--- config.mk ---
export PLATFORM = sky130hd
export DESIGN_NAME = artnet_dmx_frame_filter_top
export DESIGN_NICKNAME = d
export VERILOG_FILES = /design/src/rtl/core/adff_pkg.sv /design/src/rtl/core/adff_parser.sv /design/src/rtl/core/adff_out_queue.sv /design/src/rtl/core/artnet_dmx_frame_filter_top.sv
export SDC_FILE = /design/constraint.sdc
export NUM_CORES = 1
export LEC_CHECK = 0
export BUFFER_PORTS_ARGS = -buffer_cell sky130_fd_sc_hd__buf_2
export CORE_MARGIN = 4
export CORE_UTILIZATION = 30
export DETAILED_ROUTE_END_ITERATION = 10
export HOLD_SLACK_MARGIN = 0.03
export MAX_ROUTING_LAYER = met4
export PLACE_DENSITY = 0.45
export SLEW_MARGIN = 0
export SYNTH_ARGS = -nofsm -noshare
export SYNTH_HDL_FRONTEND = slang
export SYNTH_HIERARCHICAL = 1
export SYNTH_SLANG_ARGS = --single-unit
--- constraint.sdc ---
create_clock -name aclk -period 17.2 [get_ports aclk]
set_clock_uncertainty 0.05 [all_clocks]
set_input_delay 0.86 -clock aclk [delete_from_list [all_inputs] [get_ports aclk]]
set_output_delay 0.86 -clock aclk [all_outputs]
set_load 0.005 [all_outputs]
--- src/rtl/core/adff_pkg.sv ---
`default_nettype none

package adff_pkg;

    // Status codes of the end-of-packet result
    localparam logic [3:0] ST_DELIVERED    = 4'd0;
    localparam logic [3:0] ST_TOO_SHORT    = 4'd1;
    localparam logic [3:0] ST_BAD_HEADER   = 4'd2;
    localparam logic [3:0] ST_POLL         = 4'd3;
    localparam logic [3:0] ST_OTHER_OP     = 4'd4;
    localparam logic [3:0] ST_SHORT_OUTPUT = 4'd5;
    localparam logic [3:0] ST_VERSION      = 4'd6;
    localparam logic [3:0] ST_NOT_OURS     = 4'd7;
    localparam logic [3:0] ST_LENGTH       = 4'd8;

    // Result kinds
    localparam logic KIND_DATA   = 1'b0;
    localparam logic KIND_STATUS = 1'b1;

    // Configuration register indexes
    localparam logic [1:0] CFG_NET      = 2'd0;
    localparam logic [1:0] CFG_SUBNET   = 2'd1;
    localparam logic [1:0] CFG_UNIVERSE = 2'd2;

    // Opcodes and protocol constants
    localparam logic [15:0] OP_POLL    = 16'h2000;
    localparam logic [15:0] OP_OUTPUT  = 16'h5000;
    localparam logic [15:0] PROTO_VER  = 16'd14;
    localparam logic [16:0] MIN_LEN    = 17'd10;
    localparam logic [16:0] HDR_LEN    = 17'd18;

    // Packet offsets of the header fields
    localparam logic [15:0] POS_OP_LO  = 16'd8;
    localparam logic [15:0] POS_OP_HI  = 16'd9;
    localparam logic [15:0] POS_VER_HI = 16'd10;
    localparam logic [15:0] POS_VER_LO = 16'd11;
    localparam logic [15:0] POS_SUBUNI = 16'd14;
    localparam logic [15:0] POS_NET    = 16'd15;
    localparam logic [15:0] POS_LEN_HI = 16'd16;
    localparam logic [15:0] POS_LEN_LO = 16'd17;
    localparam logic [15:0] POS_DATA   = 16'd18;

    typedef struct packed {
        logic [7:0] net;
        logic [3:0] subnet;
        logic [3:0] universe;
    } cfg_t;

    typedef struct packed {
        logic       kind;
        logic [7:0] payload_byte;
        logic [10:0] byte_index;
        logic [9:0] led_count;
        logic       last;
        logic [3:0] status;
    } result_t;

    // Up to two results per input beat, data before status
    typedef struct packed {
        logic    fwd_valid;
        result_t fwd;
        logic    stat_valid;
        result_t stat;
    } push_t;

    // "Art-Net\0" identifier
    function automatic logic [7:0] ident_byte(input logic [2:0] i);
        logic [7:0] b;
        case (i)
            3'd0:    b = 8'h41;
            3'd1:    b = 8'h72;
            3'd2:    b = 8'h74;
            3'd3:    b = 8'h2D;
            3'd4:    b = 8'h4E;
            3'd5:    b = 8'h65;
            3'd6:    b = 8'h74;
            default: b = 8'h00;
        endcase
        return b;
    endfunction

    // Packet verdict from the fields captured so far
    function automatic logic [3:0] status_of(
        input logic [16:0] len,
        input logic        hdr_good,
        input logic [15:0] opcode,
        input logic [15:0] version,
        input logic [7:0]  subuni,
        input logic [7:0]  net,
        input logic [15:0] led_count,
        input cfg_t        cfg
    );
        logic [17:0] need;
        logic [17:0] avail;
        logic [3:0]  st;
        need  = {2'b00, led_count} + {1'b0, led_count, 1'b0};
        avail = {1'b0, len} - {1'b0, HDR_LEN};
        if (len < MIN_LEN) begin
            st = ST_TOO_SHORT;
        end else if (!hdr_good) begin
            st = ST_BAD_HEADER;
        end else if (opcode == OP_POLL) begin
            st = ST_POLL;
        end else if (opcode != OP_OUTPUT) begin
            st = ST_OTHER_OP;
        end else if (len < HDR_LEN) begin
            st = ST_SHORT_OUTPUT;
        end else if (version != PROTO_VER) begin
            st = ST_VERSION;
        end else if (net != cfg.net || subuni[7:4] != cfg.subnet
                     || subuni[3:0] != cfg.universe) begin
            st = ST_NOT_OURS;
        end else if (avail < need) begin
            // floor((len-18)/3) < L is the same as len-18 < 3L
            st = ST_LENGTH;
        end else begin
            st = ST_DELIVERED;
        end
        return st;
    endfunction

endpackage

`default_nettype wire

--- src/rtl/core/adff_parser.sv ---
`default_nettype none

module adff_parser #(
    parameter int MAX_LEDS = 512
) (
    input  wire logic                 aclk,
    input  wire logic                 aresetn,
    input  wire adff_pkg::cfg_t       cfg,
    input  wire logic                 in_valid,
    output logic                      in_ready,
    input  wire logic [7:0]           in_byte,
    input  wire logic                 in_first,
    input  wire logic [15:0]          in_plen,
    input  wire logic                 room,
    output adff_pkg::push_t           push
);

    localparam logic [16:0] BUF_LEN = 17'(18 + 3 * MAX_LEDS);

    localparam logic [15:0] POS_OP_LO  = adff_pkg::POS_OP_LO;
    localparam logic [15:0] POS_OP_HI  = adff_pkg::POS_OP_HI;
    localparam logic [15:0] POS_VER_HI = adff_pkg::POS_VER_HI;
    localparam logic [15:0] POS_VER_LO = adff_pkg::POS_VER_LO;
    localparam logic [15:0] POS_SUBUNI = adff_pkg::POS_SUBUNI;
    localparam logic [15:0] POS_NET    = adff_pkg::POS_NET;
    localparam logic [15:0] POS_LEN_HI = adff_pkg::POS_LEN_HI;
    localparam logic [15:0] POS_LEN_LO = adff_pkg::POS_LEN_LO;
    localparam logic [15:0] POS_DATA   = adff_pkg::POS_DATA;

    // Input register
    logic        in_valid_reg;
    logic [7:0]  byte_reg;
    logic        first_reg;
    logic [15:0] plen_reg;

    // Packet state
    logic [15:0] pos_reg,     pos_next;
    logic        hdr_reg,     hdr_next;
    logic [15:0] op_reg,      op_next;
    logic [15:0] ver_reg,     ver_next;
    logic [7:0]  subuni_reg,  subuni_next;
    logic [7:0]  net_reg,     net_next;
    logic [15:0] ledcnt_reg,  ledcnt_next;
    logic        acc_reg,     acc_next;

    logic        advance;
    logic [15:0] p;
    logic [15:0] plen_m1;
    logic [16:0] plen_eff;
    logic [16:0] len;
    logic        in_range;
    logic        acc_base;
    logic [3:0]  status;
    logic [15:0] idx;
    logic [17:0] data_len;
    logic        fwd;

    assign advance  = in_valid_reg && room;
    assign in_ready = !in_valid_reg || advance;

    // Beat capture
    always_ff @(posedge aclk) begin
        if (!aresetn) begin
            in_valid_reg <= 1'b0;
        end else if (in_ready) begin
            in_valid_reg <= in_valid;
        end
        if (in_ready && in_valid) begin
            byte_reg  <= in_byte;
            first_reg <= in_first;
            plen_reg  <= in_plen;
        end
    end

    // Effective lengths
    always_comb begin
        plen_eff = (plen_reg == 16'd0) ? 17'd1 : {1'b0, plen_reg};
        plen_m1  = (plen_reg == 16'd0) ? 16'd0 : plen_reg - 16'd1;
        len      = (plen_eff < BUF_LEN) ? plen_eff : BUF_LEN;
    end

    // Header capture, starting from cleared state on a first beat
    always_comb begin
        p           = first_reg ? 16'd0  : pos_reg;
        hdr_next    = first_reg ? 1'b1   : hdr_reg;
        op_next     = first_reg ? 16'd0  : op_reg;
        ver_next    = first_reg ? 16'd0  : ver_reg;
        subuni_next = first_reg ? 8'd0   : subuni_reg;
        net_next    = first_reg ? 8'd0   : net_reg;
        ledcnt_next = first_reg ? 16'd0  : ledcnt_reg;
        acc_base    = first_reg ? 1'b0   : acc_reg;
        in_range    = {1'b0, p} < len;
        if (in_range) begin
            if (p < POS_OP_LO) begin
                if (byte_reg != adff_pkg::ident_byte(p[2:0])) begin
                    hdr_next = 1'b0;
                end
            end else if (p == POS_OP_LO) begin
                op_next[7:0] = byte_reg;
            end else if (p == POS_OP_HI) begin
                op_next[15:8] = byte_reg;
            end else if (p == POS_VER_HI) begin
                ver_next[15:8] = byte_reg;
            end else if (p == POS_VER_LO) begin
                ver_next[7:0] = byte_reg;
            end else if (p == POS_SUBUNI) begin
                subuni_next = byte_reg;
            end else if (p == POS_NET) begin
                net_next = byte_reg;
            end else if (p == POS_LEN_HI) begin
                ledcnt_next[15:8] = byte_reg;
            end else if (p == POS_LEN_LO) begin
                ledcnt_next[7:0] = byte_reg;
            end
        end
        pos_next = (p != 16'hFFFF) ? p + 16'd1 : p;
    end

    // Verdict on the updated fields; latched on the last header byte
    always_comb begin
        status   = adff_pkg::status_of(len, hdr_next, op_next, ver_next,
                                       subuni_next, net_next, ledcnt_next, cfg);
        acc_next = acc_base;
        if (in_range && p == POS_LEN_LO) begin
            acc_next = (status == adff_pkg::ST_DELIVERED);
        end
    end

    // LED data forwarding
    always_comb begin
        idx      = p - POS_DATA;
        data_len = {2'b00, ledcnt_next} + {1'b0, ledcnt_next, 1'b0};
        fwd      = in_range && (p >= POS_DATA) && acc_base
                   && ({2'b00, idx} < data_len);

        push.fwd_valid         = advance && fwd;
        push.fwd.kind          = adff_pkg::KIND_DATA;
        push.fwd.payload_byte  = byte_reg;
        push.fwd.byte_index    = idx[10:0];
        push.fwd.led_count     = ledcnt_next[9:0];
        push.fwd.last          = ({2'b00, idx} + 18'd1) == data_len;
        push.fwd.status        = adff_pkg::ST_DELIVERED;

        push.stat_valid        = advance && (p == plen_m1);
        push.stat.kind         = adff_pkg::KIND_STATUS;
        push.stat.payload_byte = 8'd0;
        push.stat.byte_index   = 11'd0;
        push.stat.led_count    = (status == adff_pkg::ST_DELIVERED)
                                 ? ledcnt_next[9:0] : 10'd0;
        push.stat.last         = 1'b0;
        push.stat.status       = status;
    end

    // Packet state update
    always_ff @(posedge aclk) begin
        if (!aresetn) begin
            pos_reg    <= 16'd0;
            hdr_reg    <= 1'b1;
            op_reg     <= 16'd0;
            ver_reg    <= 16'd0;
            subuni_reg <= 8'd0;
            net_reg    <= 8'd0;
            ledcnt_reg <= 16'd0;
            acc_reg    <= 1'b0;
        end else if (advance) begin
            pos_reg    <= pos_next;
            hdr_reg    <= hdr_next;
            op_reg     <= op_next;
            ver_reg    <= ver_next;
            subuni_reg <= subuni_next;
            net_reg    <= net_next;
            ledcnt_reg <= ledcnt_next;
            acc_reg    <= acc_next;
        end
    end

endmodule

`default_nettype wire

--- src/rtl/core/adff_out_queue.sv ---
`default_nettype none

module adff_out_queue (
    input  wire logic                aclk,
    input  wire logic                aresetn,
    input  wire adff_pkg::push_t     push,
    output logic                     room,
    output logic                     out_valid,
    input  wire logic                out_ready,
    output adff_pkg::result_t        out_data
);

    adff_pkg::result_t entry_reg [4];
    logic [1:0] head_reg, head_next;
    logic [1:0] tail_reg, tail_next;
    logic [2:0] count_reg, count_next;
    logic [1:0] n_push;
    logic       pop;
    adff_pkg::result_t slot0;

    // Two free entries guarantee space for both results of a beat
    assign room      = count_reg <= 3'd2;
    assign out_valid = count_reg != 3'd0;
    assign out_data  = entry_reg[head_reg];
    assign pop       = out_valid && out_ready;

    always_comb begin
        n_push     = {1'b0, push.fwd_valid} + {1'b0, push.stat_valid};
        slot0      = push.fwd_valid ? push.fwd : push.stat;
        tail_next  = tail_reg + n_push;
        head_next  = head_reg + {1'b0, pop};
        count_next = count_reg + {1'b0, n_push} - {2'b00, pop};
    end

    // Pointers
    always_ff @(posedge aclk) begin
        if (!aresetn) begin
            head_reg  <= 2'd0;
            tail_reg  <= 2'd0;
            count_reg <= 3'd0;
        end else begin
            head_reg  <= head_next;
            tail_reg  <= tail_next;
            count_reg <= count_next;
        end
    end

    // Entry writes, data beat ahead of status
    always_ff @(posedge aclk) begin
        if (n_push != 2'd0) begin
            entry_reg[tail_reg] <= slot0;
        end
        if (n_push == 2'd2) begin
            entry_reg[tail_reg + 2'd1] <= push.stat;
        end
    end

endmodule

`default_nettype wire

--- src/rtl/core/artnet_dmx_frame_filter_top.sv ---
`default_nettype none

// Art-Net OpOutput frame filter. Takes a UDP payload one byte per beat and
// passes on the LED bytes of frames that carry the Art-Net identifier, opcode
// OpOutput, version 14, our net/subnet/universe and a Length whose 3*Length
// bytes fit in the packet; bytes at or past 18+3*MAX_LEDS are ignored. The last
// byte of each packet also yields a status beat (m_tuser high) after any data
// beat. One byte is accepted every cycle unless input is stalled; results are
// registered in the input register and then a four-entry result queue, which
// stalls input only when the queue holds three or more results. Configuration
// is written through cfg_* while the stream is idle.
module artnet_dmx_frame_filter_top #(
    parameter int MAX_LEDS = 512
) (
    input  wire logic        aclk,
    input  wire logic        aresetn,
    // configuration write channel
    input  wire logic        cfg_valid,
    output logic             cfg_ready,
    input  wire logic [1:0]  cfg_index,
    input  wire logic [7:0]  cfg_data,
    // input bytes
    input  wire logic        s_tvalid,
    output logic             s_tready,
    input  wire logic [23:0] s_tdata,   // [7:0] data_byte, [23:8] packet_length
    input  wire logic        s_tuser,   // first_of_packet
    // results
    output logic             m_tvalid,
    input  wire logic        m_tready,
    output logic [39:0]      m_tdata,   // [7:0] payload_byte, [18:8] byte_index,
                                        // [28:19] led_count, [32:29] status_code
    output logic             m_tuser,   // result_kind
    output logic             m_tlast    // last_of_run
);

    adff_pkg::cfg_t    cfg_reg;
    adff_pkg::push_t   push;
    adff_pkg::result_t res;
    logic              room;

    // Configuration registers
    assign cfg_ready = 1'b1;
    always_ff @(posedge aclk) begin
        if (!aresetn) begin
            cfg_reg <= '0;
        end else if (cfg_valid) begin
            case (cfg_index)
                adff_pkg::CFG_NET:      cfg_reg.net      <= cfg_data;
                adff_pkg::CFG_SUBNET:   cfg_reg.subnet   <= cfg_data[3:0];
                adff_pkg::CFG_UNIVERSE: cfg_reg.universe <= cfg_data[3:0];
                default: ;
            endcase
        end
    end

    adff_parser #(
        .MAX_LEDS (MAX_LEDS)
    ) u_parser (
        .aclk     (aclk),
        .aresetn  (aresetn),
        .cfg      (cfg_reg),
        .in_valid (s_tvalid),
        .in_ready (s_tready),
        .in_byte  (s_tdata[7:0]),
        .in_first (s_tuser),
        .in_plen  (s_tdata[23:8]),
        .room     (room),
        .push     (push)
    );

    adff_out_queue u_queue (
        .aclk      (aclk),
        .aresetn   (aresetn),
        .push      (push),
        .room      (room),
        .out_valid (m_tvalid),
        .out_ready (m_tready),
        .out_data  (res)
    );

    // Result beat packing
    assign m_tdata = {7'd0, res.status, res.led_count, res.byte_index, res.payload_byte};
    assign m_tuser = res.kind;
    assign m_tlast = res.last;

endmodule

`default_nettype wire

Word-level counts from Yosys, hierarchy flattened --
Memories as Yosys holds them, arrays and structs flattened. A register that Yosys moved wholly into a read port is not among the register bits. Cells that the tools add are included.
Storage, ports and cells: RAM bits 140, register bits after elaboration 131, bits of input ports 40, memories 1
Memories:
- u_queue.entry_reg | depth 4, width 35, rd ports 1, clocked after memory_dff 1, write ports 2, RTL line adff_out_queue.sv:13 | adff_pkg::result_t entry_reg [4];
Cells by class: muxes and demuxes 72, reduce and logical (&&, ||, !) cells 23, equality and inequality tests 27, $add $sub $neg 12, magnitude comparators 9
Operators by type and width (count):
- $mux W16 | 21
- $mux W8 | 28
- $eq A16 B4 Y1 const B | 6
- $pmux W7 S6 | 1
- $mux W35 | 1
- $eq A16 B5 Y1 const B | 2
- $mux W4 | 8
- $add A16 B17 Y18 | 1
- $eq A18 B18 Y1 | 1
- $lt A16 B18 Y1 | 1
- $lt A18 B18 Y1 | 1
- $sub A17 B5 Y18 const B | 1
- $add A16 B1 Y17 const B | 1
- $lt A16 B17 Y1 | 1
- $lt A17 B11 Y1 const B | 1
- $lt A17 B4 Y1 const B | 1
- $lt A17 B5 Y1 const B | 1
- $mux W17 | 1
- $add A16 B1 Y16 const B | 1
- $eq A16 B14 Y1 const B | 1
- $eq A16 B16 Y1 | 1
- $ge A16 B5 Y1 const B | 1
- $logic_not A16 Y1 | 1
- $lt A16 B4 Y1 const B | 1
- other kinds (32) | 59

Depth between registers and ports, before layout --
Gate-level depths: netlist (run 1).
depth after elaboration 25, mapped depth 43

Modules after synthesis --
Netlist (run 1), hierarchy kept.
Modules (own cells, without submodules):
- adff_parser | sequential area each 2412.3 µm², cells each 1213, area an instance 9610.5 µm², times used 1
- adff_out_queue | sequential area each 4344.2 µm², cells each 389, area an instance 7513.5 µm², times used 1
- artnet_dmx_frame_filter_top | sequential area each 320.3 µm², cells each 73, area an instance 684.4 µm², times used 1

Worst setup path after synthesis (run 1) --
No wires, ideal clock.
path kind reg2reg, start point reg u_parser.plen_reg[13], end point mem u_queue/entry_reg[1][0] (netlist bit) (enable), arrival 10.283 ns, data required time 16.669 ns, stages on the path, launching flop included 35, path slack 6.387 ns, cell sequence edfxtp_1 or3_4 or4_4 buf_6 nor2_1 nor2_1 nor2_1 ha_1 o211ai_1 a21oi_1 o21ai_0 a31o_2 nand2_1 nor3b_1 clkbuf_1 a21oi_1 inv_1 ha_1 a21o_1 a21o_1 a21oi_1 nand2b_1 or4b_2 o22ai_1 xnor2_1 inv_1 ha_1 o21a_1 nor2_1 a31oi_1 a31oi_1 buf_2 inv_1 ha_1 a211oi_1
RTL lines:
- start: declaration | RTL line adff_parser.sv:34 | logic [15:0] plen_reg;
- start signal: assignment | RTL line adff_parser.sv:71 | plen_reg <= in_plen;
- end: declaration | RTL line adff_out_queue.sv:13

==> results of run 1 <==
## layout make-up
| cell class | count | area share [%] |
|---|---|---|
| Antenna cell | 1 | 0.0126 |
| Multi-Input combinational cell | 1243 | 49.6 |
| Tap cell | 773 | 4.88 |
| Clock buffer | 49 | 4.98 |
| Clock inverter | 12 | 0.448 |
| Timing Repair Buffer | 113 | 3.32 |
| Inverter | 55 | 1.05 |
| Sequential cell | 271 | 35.7 |
## worst register-to-register path, delay by kind of cell, from the launching register on
kind            cells  cell delay [ns]
fa+ha+maj           4             1.54
buf+inv             4             1.05
simple gates       12             3.72
xor+xnor            1             0.26
compound gates     13             4.06
flops               1             0.53
mux                 1             0.34
## layout by cell type, fill, tap and decap left out, types with 18 or more instances in the layout
| cell | instances |
|---|---|
| nand2_1 | 103 |
| nand3_1 | 33 |
| nor3_1 | 43 |
| edfxtp_1 | 165 |
| a22oi_1 | 51 |
| conb_1 | 39 |
| mux2i_1 | 39 |
| o21ai_0 | 39 |
| a21oi_1 | 71 |
| a211oi_1 | 21 |
| mux2_2 | 70 |
| buf_4 | 37 |
| xnor2_1 | 75 |
| nor2_1 | 149 |
| dfxtp_1 | 104 |
| and2_1 | 18 |
| inv_1 | 51 |
| clkbuf_16 | 35 |
| mux4_2 | 35 |
| buf_2 | 76 |
| nor3b_1 | 18 |
| xor2_1 | 23 |
| mux2_4 | 60 |
| ha_1 | 74 |
| nand2b_1 | 18 |
| nor4_1 | 22 |
| nor2b_1 | 27 |
## worst max path at each step
stage,startpoint,slack (ns),to
global placement,u_parser/plen_reg[8],5.75,u_queue/entry_reg[2][18]
CTS,u_parser/plen_reg[8],5.49,u_queue/entry_reg[2][31]
global route,u_parser/plen_reg[8],4.57,u_queue/entry_reg[2][18]
finish,u_parser/plen_reg[8],5.42,u_queue/entry_reg[2][31]
detailed placement,u_parser/plen_reg[8],5.53,u_queue/entry_reg[2][5]
floorplan,u_parser/plen_reg[13],6.39,u_queue/entry_reg[1][0]
## per-layer routing
metal | track usage (%) | up-vias | part of all wire, %
li1 | - | 6209 | -
met1 | 22.2 | 6291 | 46
met2 | 26.9 | 293 | 47
met3 | 2.48 | 76 | 4.7
met4 | 4.69 | 0 | 2.5
met5 | - | - | 0
## cell families after synthesis
| kind of cell | synth area share, % |
|---|---|
| AO/OA/AOI/OAI | 12.0 |
| XOR/XNOR | 5.46 |
| adder cells (fa/ha/maj) | 5.42 |
| buffers and inverters | 6.06 |
| flip-flops | 39.7 |
| multiplexers | 16.7 |
| other | 0.0843 |
| AND/OR/NAND/NOR | 14.6 |
## power by group
group / switching, mW / internal [mW]
logic: 0.210 / 0.164
clock network: 0.281 / 0.414
registers: 0.0214 / 0.705
total: 0.513 / 1.28
## per-stage QoR
stage               utilization (%)  hold slack [ns]  cell area [um^2]  setup slack (ns)  cells
floorplan                         -            0.382             17900              6.39   1710
global placement               31.8            0.394             18800              5.75   2455
detailed placement             31.8            0.397             18800              5.53   2455
CTS                            33.7            0.406             19800              5.49   2516
global route                   33.7            0.421             19800              4.57   2517
finish                         33.7            0.405             19800              5.42   2517
==> out/qor.yml, run 1 <==
dieWidth_um: 252
critPathMaxStageDelay_ns: 0.82
synth_area_leaders: "edfxtp_1, dfxtp_1, ha_1, mux2_4, mux2_2"
hold_path.class: "register to register"
clock.fmax_ghz: 0.0849
largest_reg_flops: 140
cts_resized: 0
cts.path.max_buffers: 3
synth_top_cell_area_share_pct: 27.8
ys_seq_area_share_pct: 39.7
grt_pass1_wl_mm: 80.3
hold_depth: 2
async_flop_share_pct: 0
worstSetupPathType: "register to register"
crit_slowest_cell: "a31oi_1"
cts_max_level: 2
grt_pass1_vias: 12806
yosys.area.top_type: "edfxtp_1"
cts_buffers: 34
tightest_slew_ns: 1.10
synthTopCellsByCount: "edfxtp_1, nor2_1, dfxtp_1, nand2_1, xnor2_1"
fillers: 5970
power.total_mw: 1.80
crit_fanout: 18
die-area_um2: 63300
hpwl_mm: 36.6
fin_tns_setup_ns: 0
root_buffer: "clkbuf_16"
multi_input_area_um2: 9840
avgSynthCellArea_um2: 10.6
rsz0062_at_grt: "false"
period_share_pct: 68.5
vias_per_cell: 5.11
critPathRequiredTime_ns: 17.42
grt_max_degree: 80
max-cap-violations: 0
firstDrtPassIters: 5
ys_ff_latch: 271
outcome: "finished, final reports clean"
finalWorstPathRequiredPeriod_ns: 11.78
cts_tree: "done"
clkLatencyLatePin_ns: 0.54
grtUsageTotal_pct: 16.8
core-area_um2: 58900
end_kind: "register"
cts_setup_buffers: 0
critPathBufInv: 4
synth.cell_area_um2: 17800
worstPathArrival_ns: 12.00
slew_headroom_pct: 26.4
rows: 89
path_delay_family: "compound AO/OA/AOI/OAI gates"
setup_violations: 0
areaGrowthSynthToFinish_pct: 11.4
p_per_area_nw_per_um2: 90.6
wire_per_inst_um: 20.8
drt_iter0_markers: 875
seqCellArea_um2: 7080
ys.flop_type: "edfxtp_1"
synth_warnings: 6
die_h_um: 252
netlist-cell-type-count: 101
wirelength_mm: 52.4
io_buffers: 76
post-synth-top-count-cell: "edfxtp_1"
leakage_nw: 7.45
drv_slew: 0
min_from: "u_parser/ledcnt_reg[10]"
drc: 0
clock-sinks: 271
final_nets: 1834
reg2reg_slack_ns: 5.42
synthCells: 1675
gp_congestion: 0.859
r2r-end: "u_queue/entry_reg[2][31]"
hold_end: "u_parser/ledcnt_reg[10]"
path_depth: 35
finalHoldViolations: 0
antenna_found_initial: 2
grt_overflow: 0
clkTransAtPathRegs_ns: 0.06
io_pins: 85
r2r_start: "u_parser/plen_reg[8]"
synth_edf_count: 165
start_kind: "register"
ir_drop_v: 0.0000567
initial_core_util_pct: 30.2
vias: 12869
drive_gt1_share_pct: 21.4
cts_hold_buf: 0
ant_nets: 0
r2r_cells: 35
(Power assumes the default switching activity.)
==> run 2, diff against run 1 <==
Settings changed: PLACE_DENSITY 0.45 to 0.46.
Clock period 17.2 ns to 10.21 ns, I/O delays scaled along.
==> run 2 against run 1 <==
Compared with the run above:
- flip-flop and latch count unchanged
- hold slack worse by 0.31 ns
- clock power rose by 70%
- via count grew 0.33%
- sequential power up 69%
- wire length fell by 1.7%
- final cell count up 0.60%
- core utilization is 0.32 points higher
- largest power group unchanged
- critical endpoint is now u_queue/count_reg[2]
==> out/qor.yml, run 2 (synthesis gave the netlist of run 1 again) <==
outcome: "finished, final reports clean"
vias_per_cell: 5.10
io_buffers: 76
max-cap-violations: 0
clock-sinks: 271
seqCellArea_um2: 7080
final_nets: 1847
wire_per_inst_um: 20.4
hold_slack_ns: 0.0969
wirelength_mm: 51.5
grt_overflow: 0
firstDrtPassIters: 5
die_h_um: 252
path_delay_family: "compound AO/OA/AOI/OAI gates"
antenna_found_initial: 0
drive_gt1_share_pct: 22.0
end_kind: "register"
cts_max_level: 2
cts_hold_buf: 0
initial_core_util_pct: 30.2
ir_drop_v: 0.0000970
final_cells: 2532
fin_ws_ns: 0.719
core-area_um2: 58900
die-area_um2: 63300
rows: 89
vias: 12911
final_common_cell: "edfxtp_1"
place_ws_ns: 0.329
drv_slew: 0
critPathMaxStageDelay_ns: 0.49
cts_tree: "done"
p_per_area_nw_per_um2: 151
drc: 0
hpwl_mm: 35.8
areaGrowthSynthToFinish_pct: 12.4
post-route-util_pct: 34.0
rsz0062_at_grt: "false"
ant_nets: 0
root_buffer: "clkbuf_16"
grt_pass1_vias: 13237
critPathRequiredTime_ns: 10.59
clkLatencyLatePin_ns: 0.54
setup_violations: 0
crit_fanout: 11
dp_cells: 2462
cts_buffers: 35
grtUsageTotal_pct: 16.5
clkTransAtPathRegs_ns: 0.05
layout_common_cells: "edfxtp_1, nor2_1, dfxtp_1"
slew_headroom_pct: 29.0
critPathBufInv: 4
gp_congestion: 0.912
fillers: 5876
multi_input_area_um2: 9850
place_area_um2: 18900
leakage_nw: 7.52
dieWidth_um: 252
period_share_pct: 93.0
cts.path.max_buffers: 3
finalWorstPathRequiredPeriod_ns: 9.49
finalHoldViolations: 0
tightest_slew_ns: 1.06
crit_slowest_cell: "edfxtp_1"
hold_path.class: "primary input to register"
grt_max_degree: 47
start_kind: "register"
worstPathArrival_ns: 9.87
grt_pass1_wl_mm: 79.8
largest_reg_flops: 140
worstSetupPathType: "register to register"
fin_area_um2: 20000
drt_iter0_markers: 711
clock.fmax_ghz: 0.105
io_pins: 85
## run 2: where the power goes
| part | switching, mW | total [mW] | internal, mW |
|---|---|---|---|
| Sequential | 0.0375 | 1.23 | 1.19 |
| Combinational | 0.347 | 0.624 | 0.277 |
| Clock | 0.477 | 1.18 | 0.702 |
| Total | 0.861 | 3.03 | 2.17 |
## run 2: area by class of cell
| cell class | count | area share (%) |
|---|---|---|
| clock buffers | 54 | 4.99 |
| flip-flops and latches | 271 | 35.4 |
| multi-input cells | 1243 | 49.2 |
| diodes | 1 | 0.0125 |
| inverters | 55 | 1.04 |
| repair buffers | 125 | 4.11 |
| well taps | 773 | 4.83 |
| clock inverters | 10 | 0.475 |
## run 2: worst paths after layout
check                            endpoint                     from  cells after the start  slack, ns
setup / recovery     u_queue/count_reg[2]     u_parser/plen_reg[5]                     40       0.72
hold / removal       u_parser/byte_reg[0]               s_tdata[0]                      1        0.1
setup reg to reg     u_queue/count_reg[2]     u_parser/plen_reg[5]                     40       0.72
hold reg to reg   u_parser/ledcnt_reg[10]  u_parser/ledcnt_reg[10]                      2       0.40
## run 2: what timing repair did
action / in CTS / in global routing
buffers inserted: 0 / 5
setup endpoints to repair: 0 / 239
resized for setup: 0 / 5
## run 2: worst reg2reg max path: cells and delay by family, from the launching register on
family                   cells  cell delay [ns]
adder cells (fa/ha/maj)      6             1.86
XOR/XNOR                     4             0.80
AO/OA/AOI/OAI               17             3.61
flip-flops                   1             0.49
buffers and inverters        4             0.55
AND/OR/NAND/NOR              9             2.05
## run 2: routing by layer
layer / track usage [%] / up-vias / part of all wire, %
met5: - / - / 0
li1: - / 6249 / -
met2: 27.1 / 248 / 48
met4: 4.23 / 0 / 2.0
met1: 21.8 / 6345 / 47
met3: 2.00 / 69 / 3.3
## run 2: through the flow
step	power, mW	setup TNS [ns]
CTS	3.09	0
finish	3.03	0
global route	3.19	0
detailed placement	1.89	0
floorplan	1.68	-62.11
global placement	1.88	0
